### src/design/u16u8_pkg.sv
`default_nettype none

package u16u8_pkg;

	localparam logic [15:0] BOM_NATIVE  = 16'hfeff;
	localparam logic [15:0] BOM_SWAPPED = 16'hfffe;

	localparam logic [1:0] LEN_NONE = 2'd0;
	localparam logic [1:0] LEN_ONE  = 2'd1;
	localparam logic [1:0] LEN_TWO  = 2'd2;
	localparam logic [1:0] LEN_THREE = 2'd3;

	typedef struct packed {
		logic [1:0] len;
		logic [7:0] b0;
		logic [7:0] b1;
		logic [7:0] b2;
	} enc_t;

endpackage

`default_nettype wire

### src/design/u16u8_enc.sv
`default_nettype none

module u16u8_enc (
	input  wire logic [15:0]     unit,
	output u16u8_pkg::enc_t      enc
);
	import u16u8_pkg::*;

	always_comb begin
		enc = '0;
		priority if (unit == BOM_NATIVE || unit == BOM_SWAPPED) begin
			enc.len = LEN_NONE;
		end else if (unit[15:7] == 9'd0) begin
			enc.len = LEN_ONE;
			enc.b0  = {1'b0, unit[6:0]};
		end else if (unit[15:11] == 5'd0) begin
			enc.len = LEN_TWO;
			enc.b0  = {3'b110, unit[10:6]};
			enc.b1  = {2'b10, unit[5:0]};
		end else begin
			enc.len = LEN_THREE;
			enc.b0  = {4'b1110, unit[15:12]};
			enc.b1  = {2'b10, unit[11:6]};
			enc.b2  = {2'b10, unit[5:0]};
		end
	end

endmodule

`default_nettype wire

### src/design/utf16_to_utf8_transcoder_top.sv
// Timing: the second byte of a pair is encoded in its transfer cycle; the first UTF-8
//   byte is offered in the next cycle, further bytes one per cycle after it while out_ready is high.
// Flow: one input byte per cycle while in_ready is high; a code unit is two input bytes and
//   yields 0 to 3 output bytes, so the single-byte output port limits the sustained rate.
// Reset (arst_n low, asynchronous): no byte pending, output buffer empty, big endian.
`default_nettype none

module utf16_to_utf8_transcoder_top (
	input  wire logic       clk,
	input  wire logic       arst_n,
	input  wire logic       in_valid,
	output logic            in_ready,
	input  wire logic [7:0] in_byte,
	output logic            out_valid,
	input  wire logic       out_ready,
	output logic [7:0]      out_byte,
	output logic            out_last,
	input  wire logic       cfg_valid,
	output logic            cfg_ready,
	input  wire logic       big_endian_mode
);
	import u16u8_pkg::*;

	logic        big_endian_q;
	logic        have_q;
	logic [7:0]  first_q;
	logic [1:0]  rem_q;
	logic [7:0]  buf0_q;
	logic [7:0]  buf1_q;
	logic [7:0]  buf2_q;

	logic        buf_free;
	logic        in_xfer;
	logic        out_xfer;
	logic        pair_done;
	logic [15:0] unit;
	enc_t        enc;

	assign cfg_ready = 1'b1;

	assign out_valid = (rem_q != LEN_NONE);
	assign out_byte  = buf0_q;
	assign out_last  = (rem_q == LEN_ONE);
	assign out_xfer  = out_valid && out_ready;

	assign buf_free  = (rem_q == LEN_NONE) || ((rem_q == LEN_ONE) && out_ready);
	assign in_ready  = !have_q || buf_free;
	assign in_xfer   = in_valid && in_ready;
	assign pair_done = in_xfer && have_q;

	assign unit = big_endian_q ? {first_q, in_byte} : {in_byte, first_q};

	u16u8_enc u_enc (
		.unit (unit),
		.enc  (enc)
	);

	always_ff @(posedge clk or negedge arst_n) begin
		if (!arst_n) begin
			big_endian_q <= 1'b1;
		end else if (cfg_valid && cfg_ready) begin
			big_endian_q <= big_endian_mode;
		end
	end

	always_ff @(posedge clk or negedge arst_n) begin
		if (!arst_n) begin
			have_q  <= 1'b0;
			first_q <= '0;
		end else if (in_xfer) begin
			have_q <= !have_q;
			if (!have_q) begin
				first_q <= in_byte;
			end
		end
	end

	always_ff @(posedge clk or negedge arst_n) begin
		if (!arst_n) begin
			rem_q <= LEN_NONE;
		end else if (pair_done) begin
			rem_q <= enc.len;
		end else if (out_xfer) begin
			rem_q <= rem_q - 2'd1;
		end
	end

	// byte buffer, loaded on a completed pair, else shifted down on each output transfer
	always_ff @(posedge clk) begin
		if (pair_done) begin
			buf0_q <= enc.b0;
			buf1_q <= enc.b1;
			buf2_q <= enc.b2;
		end else if (out_xfer) begin
			buf0_q <= buf1_q;
			buf1_q <= buf2_q;
		end
	end

endmodule

`default_nettype wire

### config.mk
export PLATFORM = sky130hd
export DESIGN_NAME = utf16_to_utf8_transcoder_top
export DESIGN_NICKNAME = d
export VERILOG_FILES = /design/src/design/u16u8_pkg.sv /design/src/design/u16u8_enc.sv /design/src/design/utf16_to_utf8_transcoder_top.sv
export SDC_FILE = /design/constraint.sdc
export NUM_CORES = 1
export LEC_CHECK = 0
export BUFFER_PORTS_ARGS = -buffer_cell sky130_fd_sc_hd__buf_4
export CORE_MARGIN = 10
export CORE_UTILIZATION = 28
export CTS_CLUSTER_SIZE = 8
export DETAILED_ROUTE_END_ITERATION = 16
export MAX_ROUTING_LAYER = met4
export PLACE_DENSITY = 0.47
export SLEW_MARGIN = 5
export SYNTH_ARGS = -nofsm -noshare
export SYNTH_HDL_FRONTEND = slang
export SYNTH_HIERARCHICAL = 1
export SYNTH_SLANG_ARGS = --single-unit
### constraint.sdc
create_clock -name clk -period 3.8 [get_ports clk]
set_clock_uncertainty 0.15 [all_clocks]
set_input_delay 0.76 -clock clk [delete_from_list [all_inputs] [get_ports clk]]
set_output_delay 0.76 -clock clk [all_outputs]
set_load 0.1 [all_outputs]
[After elaboration in Yosys (flattened, before gate mapping)]
Index checks and enable logic that the tools add are counted.
Operators by class
  add/sub/neg operators: 1
  $mul: 0
  divide/modulo/power cells: 0
  magnitude comparators: 0
  equal/unequal tests: 3
  shifts and indexed selects: 0
  mux-type cells: 13
  bitwise operators: 1
  reductions and logical operators: 16
Operator list (count)
  8-bit 2-to-1 mux: 5
  16-bit equality test (second input constant): 2
  16-bit 2-to-1 mux: 2
  24-bit 2-to-1 mux: 1
  17-bit 2-to-1 mux: 1
  10-bit 2-to-1 mux: 1
  9-bit zero test: 1
  2-bit 2-to-1 mux: 3
  5-bit zero test: 1
  1-bit logical AND: 4
  2-bit nonzero test: 2
  1-bit logical OR: 3
  3-bit OR reduction: 1
  2-bit by 1-bit equality test with 1-bit output (second input constant): 1
  2-bit zero test: 1
  2-bit AND reduction: 1
  2-bit OR reduction: 1
  2-bit by 1-bit subtractor with 2-bit output (second input constant): 1
  1-bit zero test: 1
  1-bit NOT: 1
Storage, ports and cells
  flip-flop bits (word level): 36
  bits in latches: 0
  bits in writable memories: 0
  memory bits (read-only): 0
  output and inout port bits: 12
  memories: 0

[Logic depth before layout (Yosys ltp)]
Gate-level depths: netlist of the first run.
  depth in word-level cells: 7
  gate-level depth with buffers: 10
  gate-level depth less buffers: 6

[By module]
The synthesis of the first run kept the hierarchy.
Modules (own cells, without submodules)
  utf16_to_utf8_transcoder_top: times used 1, cells each 102, area an instance 1729.2 µm²
  u16u8_enc: times used 1, cells each 61, area an instance 385.4 µm²

[Worst setup path before layout of the first run]
OpenSTA, ideal clock, no wires.
  kind: register -> register
  start: register rem_q[1]
  end: register buf1_q[0], enable pin
  library setup time: 0.411 ns
  data arrival time: 2.637 ns
  data required time: 3.239 ns
  slack: 0.602 ns
  stages on the path, launching flop included: 5
  cells stage by stage: dfrtp_1 > inv_1 > ha_1 > a21oi_2 > o21ai_0
Between the ends
  cells in the longest elaborated chain, start to end: 7
  elaborated cells on any way between the ends: 10
  classes of those cells: eq/ne (1); reduce/logical (9)
RTL lines
  start: declaration: RTL line utf16_to_utf8_transcoder_top.sv:27  | logic [1:0] rem_q;
  start signal: assignment: RTL line utf16_to_utf8_transcoder_top.sv:82  | rem_q <= enc.len;
  start signal: assignment: RTL line utf16_to_utf8_transcoder_top.sv:84  | rem_q <= rem_q - 2'd1;
  2-bit by 1-bit equality test with 1-bit output
  via out_last: RTL line utf16_to_utf8_transcoder_top.sv:17  | output logic out_last,
  1-bit logical AND: RTL line utf16_to_utf8_transcoder_top.sv:46  | assign buf_free = (rem_q == LEN_NONE) || ((rem_q == LEN_ONE) && out_ready);
  1-bit logical OR: RTL line utf16_to_utf8_transcoder_top.sv:46
  1-bit logical OR: RTL line utf16_to_utf8_transcoder_top.sv:47  | assign in_ready = !have_q || buf_free;
  1-bit logical AND: RTL line utf16_to_utf8_transcoder_top.sv:48  | assign in_xfer = in_valid && in_ready;
  1-bit logical AND: RTL line utf16_to_utf8_transcoder_top.sv:49  | assign pair_done = in_xfer && have_q;
  2-bit nonzero test (no line)
  end signal: assignment: RTL line utf16_to_utf8_transcoder_top.sv:92  | buf1_q <= enc.b1;
  end signal: assignment: RTL line utf16_to_utf8_transcoder_top.sv:96  | buf1_q <= buf2_q;
  end: declaration: RTL line utf16_to_utf8_transcoder_top.sv:29  | logic [7:0] buf1_q;
The timed path passes the listed nets, and every way through them passes these cells.
A chain may end at the register's enable or synchronous reset.

==> reports/results.ini, run 1 <==
[route]
viasPerCell=4.505
postRouteAntennaNets=0
drt_pre_antenna_iters=4
route.detailed.drc=0
vias=1284
drt-total-wl_mm=4.276
drtIter0Drc=76
wire_per_inst_microns=15.00

[clocking]
cts_resized=0
clk-insertion-delay-late_ns=0.29
cts_buffer_depth=2
htree_levels=2
ctsHoldBuffers=0
path_clk_slew_ns=0.08
cts_made_buffers=5
cts_sinks=36
cts-root-buf=clkbuf_8
cts_tree=built
post_cts_buffers=0

[pwr]
peakVddDrop_mv=0.2181
report.power.total_mw=2.146
p_leak_nw=0.9666
power_density_nw_per_um2=875.3

[sta]
hold_viol=0
finalSetupTns_ns=0
fin_crit_sh_pct=80.44
drv_slew=0
period_minus_slack_ns=3.057
rsz0062_at_grt=false
max_slew.worst_pin.slew_ns=0.6385
hold-worst-slack_ns=0.1499
fmax_mhz=327.2
relSlewSlack_pct=57.08
setup_viol=0

[critical_path]
cp_num_buf_inv=0
arrival_ns=2.94
worstPathCellList=mux2_2 > nor4_2 > nor2_1 > a22o_1 > mux2_4
critPathSlowestCell=dfstp_2
required_ns=3.69
critPathMaxStageDelay_ns=0.75
cp_max_fo=17
crit_family=simple AND/OR/NAND/NOR gates
crit_type=reg2reg
worstRegToRegCells=5
crit_cells=5
crit_path_end_kind=register
cp-start-kind=register

[yosys]
synth-seq-cells=36
syn_area_sq_um=2115
synth_cell_types=32
ys_seq_area_share_pct=48.34
synth_warnings=6
syn_area_per_cell_sq_um=12.97
syn_inst=163

[worst_hold_path]
hold_class=in2async

[floorplan]
core_sq_um=7292
initial_core_util_pct=29.00
die_y_microns=106.9
io_pins=26
die_w_microns=106.9
design.die.area_sq_um=11430
fp-row-count=31

[global_route]
grt_max_degree=28
grt_pass1_vias=1289
antenna_found_initial=0
track_usage_pct=7.826
grt_pass1_wl_mm=6.900
grt_overflow_total=0

[layout]
final_common_cell=buf_4
utilization_pct=33.63
mostFrequentLayoutCells=26 x buf_4, 25 x mux2_2, 24 x edfxtp_1, 18 x mux2_4, 13 x nor2_1
insertedDiodeCount=0
layout.nets=201
drive_above_1_share_pct=46.77
area_growth_pct=15.98

[placement]
hpwl_mm=3.075
gp_congestion=0.8914
portBuffers=24

[outcome]
status=finished, final reports clean

[job]
maxCapViolCount=0

[per-stage QoR]
step           area (sq um)  cells  setup WS (ns)
3_5_place_dp           2341    277         0.7485
5_1_grt                2452    285         0.5553
2_1_floorplan          2118    164         0.6015
6_report               2452    285         0.7433
4_1_cts                2452    285         0.7503
3_3_place_gp           2341    277         0.7580
[final cells by class]
| cell class | count | area (sq um) |
|---|---|---|
| fillers | 754 | 4840 |
| flip-flops and latches | 36 | 1022 |
| multi-input cells | 112 | 984.7 |
| repair buffers | 26 | 195.2 |
| well taps | 99 | 123.9 |
| clock buffers | 5 | 68.82 |
| clock inverters | 3 | 42.54 |
| inverters | 4 | 15.01 |
[synthesized netlist by cell type]
master	count	share of area [%]
or2b_1	1	0.36
xnor2_1	2	0.83
nor4_2	2	1.2
buf_4	7	2.5
nand2_1	4	0.71
nor3_1	4	0.95
nand3_1	1	0.24
buf_6	3	1.6
dfstp_2	1	1.2
inv_1	4	0.71
a21oi_2	2	0.83
buf_2	2	0.47
dfrtp_1	11	13
mux2_4	18	13
nor2_1	13	2.3
mux2_2	25	13
or3_1	1	0.30
nor3_4	1	0.77
a211oi_1	1	0.36
conb_1	2	0.36
nand4_1	3	0.89
a21oi_1	7	1.7
ha_1	2	1.2
and2_1	7	2.1
a22o_1	5	2.1
mux2i_1	1	0.47
nand2b_1	1	0.30
nor4b_1	2	0.83
edfxtp_1	24	34
nor2_2	1	0.30
o21ai_0	2	0.47
or2_2	3	0.89
[flip-flops by register name, summed over array words and instances (netlist names)]
| name | flops |
|---|---|
| out_byte | 8 |
| have_q | 1 |
| first_q | 8 |
| buf1_q | 8 |
| big_endian_q | 1 |
| buf2_q | 8 |
| rem_q | 2 |
[layer usage]
metal,up-vias,GRT usage (%),wire length [microns]
met5,-,-,0
met4,0,2.998,84
met3,6,2.395,189
met2,27,12.64,2085
met1,618,8.923,1917
li1,633,-,-
[path summary, 6_finish.rpt]
kind | slack (ns) | to | start
setup / recovery | 0.74 | buf1_q[3] | big_endian_q
hold / removal | 0.15 | first_q[6] | arst_n
setup reg to reg | 0.74 | buf1_q[3] | big_endian_q
hold reg to reg | 0.38 | first_q[2] | first_q[2]
max in group asynchronous | 3.12 | big_endian_q | arst_n
min in group clk | 0.38 | first_q[2] | first_q[2]
[power by group]
| group | internal (mW) | switching (mW) |
|---|---|---|
| clock network | 0.194 | 0.145 |
| registers | 0.615 | 0.0649 |
| logic | 0.403 | 0.725 |
| total | 1.21 | 0.935 |
[logic make-up (layout without fill, tap and decap cells)]
logic type | Yosys count | after routing | share of synthesized area, %
compound gates | 17 | 17 | 5.385
xor+xnor | 2 | 2 | 0.8286
flops | 36 | 36 | 48.34
simple gates | 44 | 44 | 12.07
buf+inv | 16 | 38 | 5.266
other cells | 2 | 3 | 0.3552
mux | 44 | 44 | 26.57
fa+ha+maj | 2 | 2 | 1.183
(Power assumes the default switching activity.)
==> run 2, diff against run 1 <==
clock period = 3 ns   (was 3.8 ns; I/O delays follow)
==> run 2 against run 1 <==
Compared with the run above: fmax increased by 8.2%; power increased by 27%; critical path type unchanged; flip-flop and latch count unchanged; final area increased by 1.1%; register-to-register slack got worse by 0.57 ns; critical path depth increased by 1; non-clock buffer count increased by 3.
==> reports/results.ini, run 2 (synthesized netlist as in run 1, its figures left out) <==
[outcome]
status=finished, final reports clean

[placement]
portBuffers=24
place_area_sq_um=2356
place_ws_ns=0.1070
hpwl_mm=3.175
gp_congestion=0.8178
placedCellCount=279

[layout]
insertedDiodeCount=0
stdcell_count=288
layout.nets=204
mostFrequentLayoutCells=28 x buf_4, 25 x mux2_2, 24 x edfxtp_1, 18 x mux2_4, 13 x nor2_1
area_growth_pct=17.22
final_common_cell=buf_4
final_area_sq_um=2479
utilization_pct=33.99
drive_above_1_share_pct=47.09
nFillCells=761

[sta]
worst_slack_ns=0.1749
fmax_mhz=354.0
fin_crit_sh_pct=94.17
period_minus_slack_ns=2.825
drv_slew=0
rsz0062_at_grt=false
max_slew.worst_pin.slew_ns=0.5196
finalSetupTns_ns=0
relSlewSlack_pct=65.36
setup_viol=0
hold-worst-slack_ns=0.3786
hold_viol=0

[pwr]
peakVddDrop_mv=0.2279
power_density_nw_per_um2=1098
report.power.total_mw=2.722
p_leak_nw=0.9838

[critical_path]
r2r-end=buf1_q[1]
arrival_ns=2.71
cp-endpoint=buf1_q[1]
cp-start-kind=register
crit_start=big_endian_q
worstReg2RegStart=big_endian_q
rrSetupSlack_ns=0.17
worstRegToRegCells=6
cp_max_fo=17
crit_path_end_kind=register
crit_type=reg2reg
required_ns=2.89

[floorplan]
io_pins=26
fp-row-count=31
die_y_microns=106.9
core_sq_um=7292
die_w_microns=106.9
design.die.area_sq_um=11430
initial_core_util_pct=29.00

[route]
drtIter0Drc=61
drt_pre_antenna_iters=5
postRouteAntennaNets=0
route.detailed.drc=0
vias=1326
viasPerCell=4.604
wire_per_inst_microns=14.80
drt-total-wl_mm=4.262

[clocking]
cts_made_buffers=5
post_cts_buffers=0
cts_tree=built
clk-insertion-delay-late_ns=0.29
cts_buffer_depth=2
cts_sinks=36
htree_levels=2
cts-root-buf=clkbuf_8
path_clk_slew_ns=0.07

[job]
maxCapViolCount=0

[global_route]
grt_overflow_total=0
grt_max_degree=28
antenna_found_initial=0
grt_pass1_wl_mm=6.955
track_usage_pct=7.979
grt_pass1_vias=1339

[worst_hold_path]
hold_class=reg2reg

## run 2: cell types whose count changed in the layout (fill, tap and decap cells not counted), sizes merged
cell	previous run	this run
dlygate4sd3	0	1
clkinvlp	1	0
buf	26	28
clkbuf	5	6
## run 2: worst min-delay path by stage
stage               startpoint            to  cells after the start
2_1_floorplan           arst_n    first_q[0]                      0
3_3_place_gp            arst_n    first_q[3]                      1
3_5_place_dp            arst_n    first_q[3]                      1
4_1_cts        big_endian_mode  big_endian_q                      2
5_1_grt        big_endian_mode  big_endian_q                      2
6_report            first_q[2]    first_q[2]                      1
## run 2: repair_timing
item | CTS | global route
resized for setup | 0 | 2
endpoints found under the setup margin | 0 | 5
hold endpoints to repair | 11 | 0
hold buffers | 1 | 0
## run 2: worst max-delay path: stages (launching register included)
cell     delay, ns
dfstp_4       0.73
mux2_2        0.39
nor4_2        0.42
and2_2        0.28
a21oi_2       0.12
a22o_1        0.22
mux2_4        0.26
## run 2: final cells by class
class	instances	area (sq um)	share of cell area, %
inverter	4	15.01	0.6058
sequential	36	1026	41.39
tap	99	123.9	4.997
timing repair buffer	29	220.2	8.884
clock buffer	6	72.57	2.928
multi-input combinational	112	985.9	39.78
clock inverter	2	35.03	1.413
## run 2: power by group
group          switching, mW  internal [mW]  total [mW]
Sequential            0.0811          0.780       0.861
Clock                  0.173          0.247       0.420
Combinational          0.924          0.517        1.44
Total                   1.18           1.54        2.72
## run 2: routing by layer
layer | track usage, % | up-vias | wire length [microns]
li1 | - | 637 | -
met1 | 8.283 | 625 | 1691
met2 | 12.82 | 52 | 2125
met3 | 2.934 | 12 | 301
met4 | 4.642 | 0 | 143
met5 | - | - | 0
